**src/rtl/efmb_pkg.sv**
```systemverilog
// efmb_pkg: shared types, constants and pack/unpack helpers for the
// eight-frame motion blur. No dependencies; imported by every rtl module.
package efmb_pkg;

  // Frame store geometry
  localparam int PIXELS     = 65536;
  localparam int ADDR_W     = (PIXELS > 1) ? $clog2(PIXELS) : 1;
  localparam int HIST_DEPTH = 8;
  localparam int SLOT_W     = $clog2(HIST_DEPTH);

  // Front-to-back queue
  localparam int QUEUE_DEPTH = 4;
  localparam int QPTR_W      = $clog2(QUEUE_DEPTH);
  localparam int QCNT_W      = $clog2(QUEUE_DEPTH + 1);

  // Field widths
  localparam int IDX_W   = 16;
  localparam int RGB_W   = 24;
  localparam int PHASE_W = 3;
  localparam int WORD_W  = 32;

  // Request codes
  localparam logic REQ_NORMAL = 1'b0;
  localparam logic REQ_REINIT = 1'b1;

  // Blur mode codes
  localparam logic MODE_DISCRETE   = 1'b0;
  localparam logic MODE_CONTINUOUS = 1'b1;

  localparam logic [PHASE_W-1:0] PHASE_REFRESH = '0;

  // Classified item as it travels from front to back
  typedef struct packed {
    logic               req;
    logic [IDX_W-1:0]   idx;
    logic [RGB_W-1:0]   rgb;
    logic [PHASE_W-1:0] phase;
    logic               idx_ok;
    logic [SLOT_W-1:0]  slot;
    logic [WORD_W-1:0]  packed_px;
  } item_t;

  // Back-end status seen by the top level
  typedef struct packed {
    logic p1_valid;
    logic fwd_hit;
  } back_stat_t;

  // Widen a pixel: blue at 7:0, green at 18:11, red[7:3] at 28:24
  function automatic logic [WORD_W-1:0] pack_rgb(input logic [RGB_W-1:0] c);
    pack_rgb = {3'b000, c[23:19], 5'b00000, c[15:8], 3'b000, c[7:0]};
  endfunction

  // Average of eight widened words back to byte layout
  function automatic logic [RGB_W-1:0] unpack_sum(input logic [WORD_W-1:0] s);
    unpack_sum = {s[31:24], s[21:14], s[10:3]};
  endfunction

endpackage

```
**src/rtl/efmb_front.sv**
```systemverilog
// efmb_front: accepts input items, packs the pixel, range-checks the index
// and tags each item with the current history slot. Depends on efmb_pkg.
module efmb_front (
  input  logic                          clk,
  input  logic                          rst_n,
  input  logic                          in_valid,
  output logic                          in_ready,
  input  logic                          in_req_type,
  input  logic [efmb_pkg::IDX_W-1:0]    in_pixel_index,
  input  logic [efmb_pkg::RGB_W-1:0]    in_pixel_rgb,
  input  logic [efmb_pkg::PHASE_W-1:0]  in_frame_phase,
  input  logic                          in_end_of_frame,
  output logic                          push,
  output efmb_pkg::item_t               push_item,
  input  logic                          push_ready
);
  import efmb_pkg::*;

  logic [SLOT_W-1:0] slot_r;
  logic [SLOT_W-1:0] slot_nxt;

  assign in_ready = push_ready;
  assign push     = in_valid && push_ready;

  // Classify the item
  always_comb begin
    push_item.req       = in_req_type;
    push_item.idx       = in_pixel_index;
    push_item.rgb       = in_pixel_rgb;
    push_item.phase     = in_frame_phase;
    push_item.idx_ok    = (32'(in_pixel_index) < PIXELS);
    push_item.slot      = slot_r;
    push_item.packed_px = pack_rgb(in_pixel_rgb);
  end

  // History slot: cleared by reinit, advanced at end of frame
  always_comb begin
    slot_nxt = slot_r;
    if (push) begin
      if (in_req_type == REQ_REINIT) begin
        slot_nxt = '0;
      end else if (in_end_of_frame) begin
        slot_nxt = slot_r + 1'b1;
      end
    end
  end

  always_ff @(posedge clk) begin
    if (!rst_n) begin
      slot_r <= '0;
    end else begin
      slot_r <= slot_nxt;
    end
  end

endmodule

```
**config.mk**
```make
export PLATFORM = sky130hd
export DESIGN_NAME = efmb_front
export DESIGN_NICKNAME = d
export VERILOG_FILES = /design/src/rtl/efmb_pkg.sv /design/src/rtl/efmb_front.sv
export SDC_FILE = /design/constraint.sdc
export NUM_CORES = 1
export LEC_CHECK = 0
export ABC_AREA = 1
export BUFFER_PORTS_ARGS = -buffer_cell sky130_fd_sc_hd__buf_2
export CAP_MARGIN = 20
export CORE_MARGIN = 2
export CORE_UTILIZATION = 27
export DETAILED_ROUTE_END_ITERATION = 16
export PLACE_DENSITY = 0.84
export SLEW_MARGIN = 20
export SYNTH_ARGS = -nofsm -noshare
export SYNTH_HDL_FRONTEND = slang
export SYNTH_SLANG_ARGS = --single-unit
```
**constraint.sdc**
```tcl
create_clock -name clk -period 1.2 [get_ports clk]
set_clock_uncertainty 0.05 [all_clocks]
set_input_delay 0.12 -clock clk [delete_from_list [all_inputs] [get_ports clk]]
set_output_delay 0.12 -clock clk [all_outputs]
set_load 0.01 [all_outputs]
```
# Word level (Yosys, flattened, before mapping)
# Cells that the tools add are included.
dict set report word_totals {
  rom_bits 0
  n_memories 0
  latch_bits 0
  output_inout_bits 82
  mem_bits_rw 0
  reg_bits 3
}
dict set report op_classes {
  n_eq_ne 0
  n_lt_le_gt_ge 0
  n_mul 0
  shift 0
  n_reduce_logical 3
  div_mod_pow 0
  muxes 2
  bitwise_logic 0
  add_sub_neg 1
}
# cell n
set op_table {}
lappend op_table {{$mux 3} 2}
lappend op_table {{$add 3x1->3 const B} 1}
lappend op_table {{$reduce_and 2->1} 1}
lappend op_table {{$reduce_bool 2->1} 1}
lappend op_table {{$logic_and 1x1->1} 1}

# Longest topological paths before layout
dict set report logic_depth {
  ltp_word 3
  ltp_mapped 6
}

# Worst setup path after synthesis
# OpenSTA, ideal clock, no wires.
dict set report synth_timing {
  path_kind {reg2reg}
  start {reg slot_r[0]}
  end {reg slot_r[1]}
  period_less_slack_ns 0.983
  path_slack_ns 0.217
  stages_incl_launch_ff 6
  t_arrival_ns 0.821
  path_buffers 0
  cell_sequence {dfxtp_1 ha_1 nand2_1 nand2_1 nand2_1 nor2_1}
}
dict set report synth_via {
  elab_chain_cells 3
}
# item line_no
set synth_rtl {}
lappend synth_rtl {{from (decl)} efmb_front.sv:19} ;# logic [SLOT_W-1:0] slot_r;
lappend synth_rtl {{from (signal assigned)} efmb_front.sv:52} ;# slot_r <= slot_nxt;
lappend synth_rtl {{$add 3x1->3} efmb_front.sv:43} ;# slot_nxt = slot_r + 1'b1;
lappend synth_rtl {{$mux 3} efmb_front.sv:42} ;# end else if (in_end_of_frame) begin
lappend synth_rtl {{$mux 3} efmb_front.sv:40} ;# if (in_req_type == REQ_REINIT) begin
# Every way passes these cells. The select of a mux whose other input is x is not followed.
# A chain may end at the register's enable or synchronous reset.

# Final worst setup path
dict set report layout_timing {
  start {reg slot_r[0]}
  end {reg slot_r[2]}
}
# Same word-level chain as after synthesis.

==> impl_results.md <==
* # IOs at 131
* Post-DP HPWL at 684 µm
* Largest area contributor in the netlist: buf_4
* Post-DRT Antenna Nets at 0
* Delay-heaviest family, CP: flip-flops
* Placed Cells at 78
* Worst r2r src: slot_r[0]
* Max VDD drop at 0.281 mV
* Ant diodes at 0
* Slew Limit Fails at 0
* PD cells at 1080 nW/µm²
* Final setup fails at 0
* Biggest regs: slot_r (3)
* Core area at 2710 µm²
* Die area at 3240 µm²
* Clock buffer depth at 2
* DR top layer: met4
* Routed WL at 849 µm
* Minimum clock period at 0.975 ns
* Fill count at 315
* Status: finished clean
* Per-cell routed wire length at 10.4 µm
* CTS tree: built
* EDFF count, synth at 0
* Worst path slowest cell: dfxtp_1
* Avg Cell Area, Syn at 7.28 µm²
* Commonest cells in the netlist: buf_4, nand2_1, nor2_1
* Cells after Synth at 104
* Period Utilization, post-route at 0.813
* Fin area at 329 µm²
* Post-synthesis sequential area ratio at 0.0793
* Metal2 WL at 341 µm
* 1st-iter DRT viols at 9
* Die span in x at 57.0 µm
* Vias in the first global route at 255
* FF-to-FF path depth at 6
* Worst Setup End Kind: flop
* Design Power at 354 µW
* CTS Buf Count at 3
* Required time of the critical path at 1.27 ns
* Synth top area share at 0.774
* First-pass GRT wire length at 1120 µm
* Cell row count at 19
* Post-CTS sizing at 0
* RSZ-0062 raised after global routing: false
* CP Max Fanout at 4
* Number of synthesis warnings at 0
* Min-delay worst type: input port to flop
* Root Driver: clkbuf_4
* Fin cells at 82
* Biggest register: slot_r
* DR pass1 iterations at 2
* Area Growth Syn to Fin at -56.5%
* CP max stage delay at 0.36 ns
* Count leader, synth: buf_4
* Antenna violations before repair at 0
* Clk_lat worst skew at 0.23 ns
* Metal3 WL at 210 µm
* Distinct cells, synth at 13
* HP Start: rst_n
* Starting Density at 0.279
* Final #Nets at 102
* Total grt overflow at 0
* Setup Crit Path Kind: flop to flop
* Most used cell, CP: nand2_1
* Die Y at 57.0 µm
* CTS HTree Levels at 1
* Buf/Inv on CP at 0
* CTS sink cnt at 3
* Post-Place Cell Area at 303 µm²
* Final Hold Vio Count at 0
* Hold Crit Depth at 3
* Met1 Wirelength at 159 µm
* DRC violations left at 0
* Startpoint Class: flop
* Ys flop type: dfxtp_1
* Async set or reset register ratio after synthesis at 0
* Synth Register Bits at 3
* Vias after detailed routing at 303
* Pin count of the biggest net entering global routing at 6
* Crit. Startpoint: slot_r[0]
* R2R setup slack at 0.22 ns
* Post-Synthesis Cell Area at 757 µm²
* Max frequency at 1030 MHz
* Cell Chain, Critical Path: ha_1 -> nand2_1 -> nand2_1 -> nand2_2 -> nand2_1 -> nor2_1
* Share of cells above drive strength 1 at 0.333
* Max reg flops at 3
* Leak Pwr at 0.185 nW
* Critical path arrival at 1.05 ns
* Port Buffers at 11
* Area contributors post-synth: buf_4, dfxtp_1, nand2_1
* Vias/cell at 3.70
* Clock transition at path regs at 0.04 ns
* Hold buffer count at cts at 0
* Gpl congestion at 0.699
* Final setup TNS at 0 ns
* Hold path endpoint: slot_r[1]
* GRT Resource Usage Total at 0.0533
* Reg-to-reg endpoint: slot_r[2]
* Post-CTS setup buffers at 0
* Max-cap viol count at 0
-- per-stage QoR --
| stage | utilization | hold WS (ns) | setup slack, ns |
|---|---|---|---|
| after floorplan | - | 0.190 | 0.217 |
| after global placement | 0.112 | 0.190 | 0.241 |
| after detailed placement | 0.112 | 0.190 | 0.231 |
| after CTS | 0.121 | 0.0844 | 0.216 |
| after global routing | 0.121 | 0.103 | 0.141 |
| final | 0.121 | 0.0834 | 0.225 |
-- area by class of cell --
type	instances	area [µm²]	share of cell area
multi-input cells	31	141	0.430
clock buffers	4	26.3	0.0798
repair buffers	11	55.1	0.167
flip-flops and latches	3	60.1	0.183
well taps	31	38.8	0.118
inverters	2	7.51	0.0228
-- logic make-up after synthesis --
group | after synthesis | synth area share
buf+inv | 80 | 0.783
other cells | 2 | 0.00992
flops | 3 | 0.0793
simple gates | 16 | 0.0975
compound gates | 2 | 0.0132
fa+ha+maj | 1 | 0.0165
-- power breakdown --
part | switching, mW | leakage (nW) | internal [mW]
sequential | 0.00381 | 0.0245 | 0.105
clock | 0.0534 | 0.0150 | 0.125
combinational | 0.0454 | 0.146 | 0.0220
-- routing by layer --
metal / global-route usage / vias up
met5: 0 / -
met4: 0.120 / 0
met3: 0.0590 / 30
met2: 0.0640 / 29
met1: 0.0179 / 128
li1: - / 116
-- worst reg2reg max path: cells and delay by family (launching register included) --
kind	cells	cell delay (ns)
fa+ha+maj	1	0.19
flops	1	0.36
simple gates	5	0.28
-- cell usage in the layout, fill, tap and decap left out --
cell      count
conb_1       12
inv_1         2
nand2_1       7
nand2_2       1
clkbuf_4      3
buf_2        11
nor2_4        1
nor3_1        1
a21oi_1       1
nor2_2        1
dfxtp_1       3
clkbuf_1      1
ha_1          1
o21ai_1       1
nor2_1        5
-- how the worst max path moves through the flow --
stage | end | slack [ns] | cells past startpoint
2_1_floorplan | slot_r[1] | 0.22 | 5
3_3_place_gp | slot_r[2] | 0.24 | 6
3_5_place_dp | slot_r[2] | 0.23 | 6
4_1_cts | slot_r[2] | 0.22 | 6
5_1_grt | slot_r[2] | 0.14 | 6
6_report | slot_r[2] | 0.22 | 6
Note: power is estimated with default switching activity, not from simulation.
