===== config.mk =====
export PLATFORM = sky130hd
export DESIGN_NAME = efmb_queue
export DESIGN_NICKNAME = d
export VERILOG_FILES = /design/src/rtl/efmb_pkg.sv /design/src/rtl/efmb_queue.sv
export SDC_FILE = /design/constraint.sdc
export NUM_CORES = 1
export LEC_CHECK = 0
export BUFFER_PORTS_ARGS = -buffer_cell sky130_fd_sc_hd__buf_2
export CORE_MARGIN = 2
export CORE_UTILIZATION = 38
export DETAILED_ROUTE_END_ITERATION = 10
export GPL_TIMING_DRIVEN = 0
export PLACE_DENSITY = 0.65
export SLEW_MARGIN = 20
export SYNTH_ARGS = -nofsm -noshare
export SYNTH_HDL_FRONTEND = slang
export SYNTH_SLANG_ARGS = --single-unit

===== constraint.sdc =====
create_clock -name clk -period 4.23 [get_ports clk]
set_input_delay 0.846 -clock clk [delete_from_list [all_inputs] [get_ports clk]]
set_output_delay 0.846 -clock clk [all_outputs]
set_load 0.1 [all_outputs]

===== src/rtl/efmb_pkg.sv =====
// efmb_pkg: shared types, constants and pack/unpack helpers for the
// eight-frame motion blur. No dependencies; imported by every rtl module.
package efmb_pkg;

  // Frame store geometry
  localparam int PIXELS     = 65536;
  localparam int ADDR_W     = (PIXELS > 1) ? $clog2(PIXELS) : 1;
  localparam int HIST_DEPTH = 8;
  localparam int SLOT_W     = $clog2(HIST_DEPTH);

  // Front-to-back queue
  localparam int QUEUE_DEPTH = 4;
  localparam int QPTR_W      = $clog2(QUEUE_DEPTH);
  localparam int QCNT_W      = $clog2(QUEUE_DEPTH + 1);

  // Field widths
  localparam int IDX_W   = 16;
  localparam int RGB_W   = 24;
  localparam int PHASE_W = 3;
  localparam int WORD_W  = 32;

  // Request codes
  localparam logic REQ_NORMAL = 1'b0;
  localparam logic REQ_REINIT = 1'b1;

  // Blur mode codes
  localparam logic MODE_DISCRETE   = 1'b0;
  localparam logic MODE_CONTINUOUS = 1'b1;

  localparam logic [PHASE_W-1:0] PHASE_REFRESH = '0;

  // Classified item as it travels from front to back
  typedef struct packed {
    logic               req;
    logic [IDX_W-1:0]   idx;
    logic [RGB_W-1:0]   rgb;
    logic [PHASE_W-1:0] phase;
    logic               idx_ok;
    logic [SLOT_W-1:0]  slot;
    logic [WORD_W-1:0]  packed_px;
  } item_t;

  // Back-end status seen by the top level
  typedef struct packed {
    logic p1_valid;
    logic fwd_hit;
  } back_stat_t;

  // Widen a pixel: blue at 7:0, green at 18:11, red[7:3] at 28:24
  function automatic logic [WORD_W-1:0] pack_rgb(input logic [RGB_W-1:0] c);
    pack_rgb = {3'b000, c[23:19], 5'b00000, c[15:8], 3'b000, c[7:0]};
  endfunction

  // Average of eight widened words back to byte layout
  function automatic logic [RGB_W-1:0] unpack_sum(input logic [WORD_W-1:0] s);
    unpack_sum = {s[31:24], s[21:14], s[10:3]};
  endfunction

endpackage


===== src/rtl/efmb_queue.sv =====
// efmb_queue: short flip-flop FIFO of classified items between front and
// back. Depends on efmb_pkg.
module efmb_queue (
  input  logic            clk,
  input  logic            rst_n,
  input  logic            push,
  input  efmb_pkg::item_t push_item,
  output logic            push_ready,
  input  logic            pop,
  output logic            q_valid,
  output efmb_pkg::item_t q_item
);
  import efmb_pkg::*;

  item_t             mem_r [QUEUE_DEPTH];
  logic [QPTR_W-1:0] wr_ptr_r;
  logic [QPTR_W-1:0] rd_ptr_r;
  logic [QCNT_W-1:0] count_r;
  logic [QCNT_W-1:0] count_nxt;

  assign push_ready = (count_r != QCNT_W'(QUEUE_DEPTH));
  assign q_valid    = (count_r != '0);
  assign q_item     = mem_r[rd_ptr_r];

  always_comb begin
    count_nxt = count_r;
    if (push && !pop) begin
      count_nxt = count_r + 1'b1;
    end else if (pop && !push) begin
      count_nxt = count_r - 1'b1;
    end
  end

  // Pointers and fill count
  always_ff @(posedge clk) begin
    if (!rst_n) begin
      wr_ptr_r <= '0;
      rd_ptr_r <= '0;
      count_r  <= '0;
    end else begin
      if (push) wr_ptr_r <= wr_ptr_r + 1'b1;
      if (pop)  rd_ptr_r <= rd_ptr_r + 1'b1;
      count_r <= count_nxt;
    end
  end

  // Entry storage
  always_ff @(posedge clk) begin
    if (push) begin
      mem_r[wr_ptr_r] <= push_item;
    end
  end

endmodule


=== Word level (Yosys, flattened, before mapping) ===
Memories as Yosys holds them, arrays and structs flattened. A register that Yosys moved wholly into a read port is not among the register bits.
Index checks and enable logic that the tools add are counted.

* Register bits: 7
* RAM bits: 320
* Input port bits: 84
* Output and inout bits: 82
* Logic and storage cells: 21
* Memories kept: 1

{| class="wikitable"
|+ Memories
! name !! depth !! bits a word !! read ports !! clocked after Yosys merged registers in !! write ports !! line !! RTL
|-
| mem_r || 4 || 80 || 1 || 1 || 1 || efmb_queue.sv:15 || <nowiki>item_t mem_r [QUEUE_DEPTH];</nowiki>
|}

* Add/subtract/negate cells: 4
* Equality and inequality tests: 1
* Muxes and demuxes: 6
* Reductions and logical operators: 6

{| class="wikitable"
|+ Operators with widths
! cell !! count
|-
| $mux W3 || 2
|-
| $add A2 B1 Y2 const B || 2
|-
| $mux W2 || 2
|-
| $add A3 B1 Y3 const B || 1
|-
| $ne A3 B3 Y1 const B || 1
|-
| $reduce_bool A3 Y1 || 1
|-
| $sub A3 B1 Y3 const B || 1
|-
| $logic_and A1 B1 Y1 || 2
|-
| $logic_not A1 Y1 || 2
|-
| $mux W1 || 2
|-
| $reduce_bool A2 Y1 || 1
|}

=== Logic depth before layout (Yosys ltp) ===
* Depth in word-level cells: 4
* Gate-level depth with buffers: 7
* Mapped depth without buffers: 7

=== Worst setup path after synthesis ===
OpenSTA, ideal clock, no wires.

* Path type: in2reg
* Start: input port push
* End: memory mem_r[0][0] (netlist name), enable pin
* Setup time: 0.447 ns
* Arrival: 2.709 ns
* Data required time: 3.783 ns
* Slack: 1.074 ns
* Stages on the path: 1
* Path through: and2_1

* Longest elaborated chain between the ends: 2

{| class="wikitable"
|+ RTL lines
! item !! line !! RTL
|-
| from (decl) || efmb_queue.sv:6 || <nowiki>input logic push,</nowiki>
|-
| $mux W1 || efmb_queue.sv:49 || <nowiki>if (push) begin</nowiki>
|-
| $mux W1 (not written as such) || efmb_queue.sv:50 || <nowiki>mem_r[wr_ptr_r] <= push_item;</nowiki>
|-
| to (decl) || efmb_queue.sv:15 ||
|}

Every way passes these cells.

==> flow_metrics.py <==
metrics = {
    "floorplan": {
        "core_um2": 31400,
        "dieArea_um2": 33200,
        "die_w_um": 182,
        "initial_core_util_pct": 38.5,
        "io_pins": 166,
        "die_h_um": 182,
        "num_rows": 65,
    },
    "detailed_routing": {
        "drc": 0,
        "firstDrtPassIters": 4,
        "drt_iter0_drc": 339,
        "via_count": 5372,
        "drt_wl_total_um": 21900,
        "drtAntennaViolNets": 0,
        "vias_per_cell": 4.90,
        "wl_per_cell_um": 20.0,
    },
    "synthesis": {
        "synth_top_family_by_area": "multiplexers",
        "seq_area_frac_synth_pct": 81.1,
        "syn-num-nets": 552,
        "synth_area_per_cell_um2": 26.1,
        "ys_types": 20,
        "synth-simple-area-share_pct": 0.767,
        "synthAdderAreaFrac_pct": 0.684,
        "synth_warnings": 0,
        "synthMuxAreaShare_pct": 15.1,
        "synth_area_um2": 12100,
        "ys_ff_latch": 329,
        "synth-compound-area-share_pct": 0.104,
        "synthCells": 462,
        "synth-xor-area-share_pct": 0.363,
    },
    "sta": {
        "max_slew_margin_pct": 53.4,
        "drv_slew": 0,
        "rsz0062_at_grt": "no",
        "min_period_ns": 3.28,
        "clock.fmax_mhz": 304,
        "tightest_slew_ns": 0.698,
        "finalHoldViolCount": 0,
        "setup_violations": 0,
        "fin_skew_ns": 0.0127,
        "post-route-period-util_pct": 77.6,
        "finalSetupTns_ns": 0,
    },
    "power_and_ir_drop": {
        "powerDensity_nw_per_um2": 561,
        "vdd.ir_drop.worst_uv": 357,
        "p_leak_nw": 4.94,
    },
    "cts": {
        "numCtsBuffers": 35,
        "clockBufferDepth": 3,
        "post_cts_buffers": 0,
        "root_buffer": "clkbuf_16",
        "clkLatencyLatePin_ns": 0.50,
        "path_clk_slew_ns": 0.05,
        "post_cts_resized": 0,
        "cts.htree.levels": 2,
        "holdBufCountCts": 0,
        "cts_sinks": 329,
        "cts_tree": "yes",
    },
    "critical_path": {
        "path_cells": "buf_1 > buf_2 > mux4_2 > buf_2",
        "slowest_delay_ns": 0.53,
        "start_kind": "register",
        "cp_top_family": "buffers and inverters",
        "crit_slowest_cell": "buf_1",
        "cp_data_required_time_ns": 3.38,
        "critical_path.max_fanout": 10,
        "crit_type": "register to primary output",
        "path_buf_inv": 3,
        "end_kind": "primary output",
        "worst_path_most_repeated_cell": "buf_2",
        "crit_arrival_ns": 2.44,
    },
    "final_layout": {
        "final_cell_count_no_fill": 1097,
        "nets": 758,
        "fin_util_pct": 46.6,
        "drive_gt1_share_pct": 46.1,
        "syn2layout_area_growth_pct": 21.1,
        "fin_area_um2": 14600,
    },
    "min_path": {
        "hp-class": "register to register",
    },
    "place": {
        "place_congestion": 0.695,
        "placement.io_buffers": 165,
        "hpwl_um": 13800,
        "post_dp_cell_area_um2": 13500,
        "dp_cells": 1033,
    },
    "global_routing": {
        "grt_overflow": 0,
        "grt_max_degree": 44,
        "first_global_vias": 5925,
        "grt_use_total_pct": 13.4,
        "antenna_found_initial": 1,
        "grt_pass1_wl_um": 33900,
    },
    "job": {
        "drv_cap": 0,
    },
    "run_status": {
        "outcome": "finished clean",
    },
}
==> power breakdown <==
group	internal, mW	switching [mW]
registers	3.74	0.0379
clock network	1.72	1.14
logic	0.347	1.22
total	5.81	2.40
==> synthesized netlist by cell type <==
cell / number / area share [%]
edfxtp_1: 320 / 80
mux4_2: 80 / 15
and2_1: 9 / 0.47
dfxtp_1: 9 / 1.5
buf_12: 8 / 1.3
buf_2: 8 / 0.33
ha_1: 5 / 0.52
inv_1: 4 / 0.12
xor2_1: 3 / 0.22
mux2i_1: 2 / 0.17
nand2_1: 2 / 0.062
nor2b_1: 2 / 0.10
or3_1: 2 / 0.10
xnor2_1: 2 / 0.15
a21boi_0: 1 / 0.062
buf_1: 1 / 0.031
buf_6: 1 / 0.093
fa_1: 1 / 0.17
nor2_1: 1 / 0.031
o21ai_0: 1 / 0.041
==> flip-flops by register name (all words and copies together) (netlist names), named ones only <==
name / flops
mem_r: 320
count_r: 3
wr_ptr_r: 2
rd_ptr_r: 2
==> per-layer routing <==
metal  GRT usage (%)  part of all wire, %  up-vias
met1            16.4                   41     2776
met3            3.77                  6.6       35
met2            23.2                   51      165
li1                -                    -     2396
met4            3.87                  2.2        0
met5               0                    0        -
==> through the flow <==
step	total power [mW]	setup WS, ns	hold slack, ns
2_1_floorplan	5.14	1.07	0.472
3_3_place_gp	5.40	-0.448	0.490
3_5_place_dp	5.44	1.37	0.557
4_1_cts	8.33	0.833	0.535
5_1_grt	8.51	0.785	0.539
6_report	8.21	0.946	0.559
==> kinds of logic after synthesis <==
| kind of cell | Yosys count |
|---|---|
| mux | 82 |
| simple gates | 16 |
| buf+inv | 22 |
| fa+ha+maj | 6 |
| xor+xnor | 5 |
| compound gates | 2 |
| flops | 329 |
==> worst min-delay path, cell delays in order (launching register included) <==
cell and delay (ns):
dfxtp_1 0.33, mux2i_1 0.13, nor2b_1 0.05
==> cell type report <==
type | count | area, um^2
repair buffers | 169 | 936
plain buffers | 18 | 215
diodes | 1 | 2.50
inverters | 4 | 15.0
fillers | 2612 | 16800
flip-flops and latches | 329 | 9790
clock inverters | 20 | 150
clock buffers | 43 | 948
multi-input cells | 111 | 2060
well taps | 402 | 503
==> placed cells by master, fill, tap and decap left out, types with 2 or more instances in the layout <==
cell type   synthesis  routed
and2_1              9       5
and2_4              0       4
buf_12              8       8
buf_16              0       4
buf_2               8     173
bufinv_16           0       2
clkbuf_1            0       6
clkbuf_16           0      37
clkinv_1            0       7
clkinv_2            0       8
clkinvlp_4          0       2
dfxtp_1             9       9
edfxtp_1          320     320
ha_1                5       5
inv_1               4       4
mux2i_1             2       2
mux4_2             80      80
nand2_1             2       2
nor2b_1             2       2
or3_1               2       2
xnor2_1             2       2
xor2_1              3       3
==> final timing paths <==
check                           start                       end  slack, ns  cells past startpoint
max reg2reg  wr_ptr_r[0]$_SDFFE_PN0P_    mem_r[2][32]$_DFFE_PP_       2.35                      4
min reg2reg  wr_ptr_r[1]$_SDFFE_PN0P_  wr_ptr_r[1]$_SDFFE_PN0P_       0.56                      2
max                          register                q_item[33]       0.95                      4
min          wr_ptr_r[1]$_SDFFE_PN0P_  wr_ptr_r[1]$_SDFFE_PN0P_       0.56                      2
No activity file was read; power rests on OpenSTA's default activity.
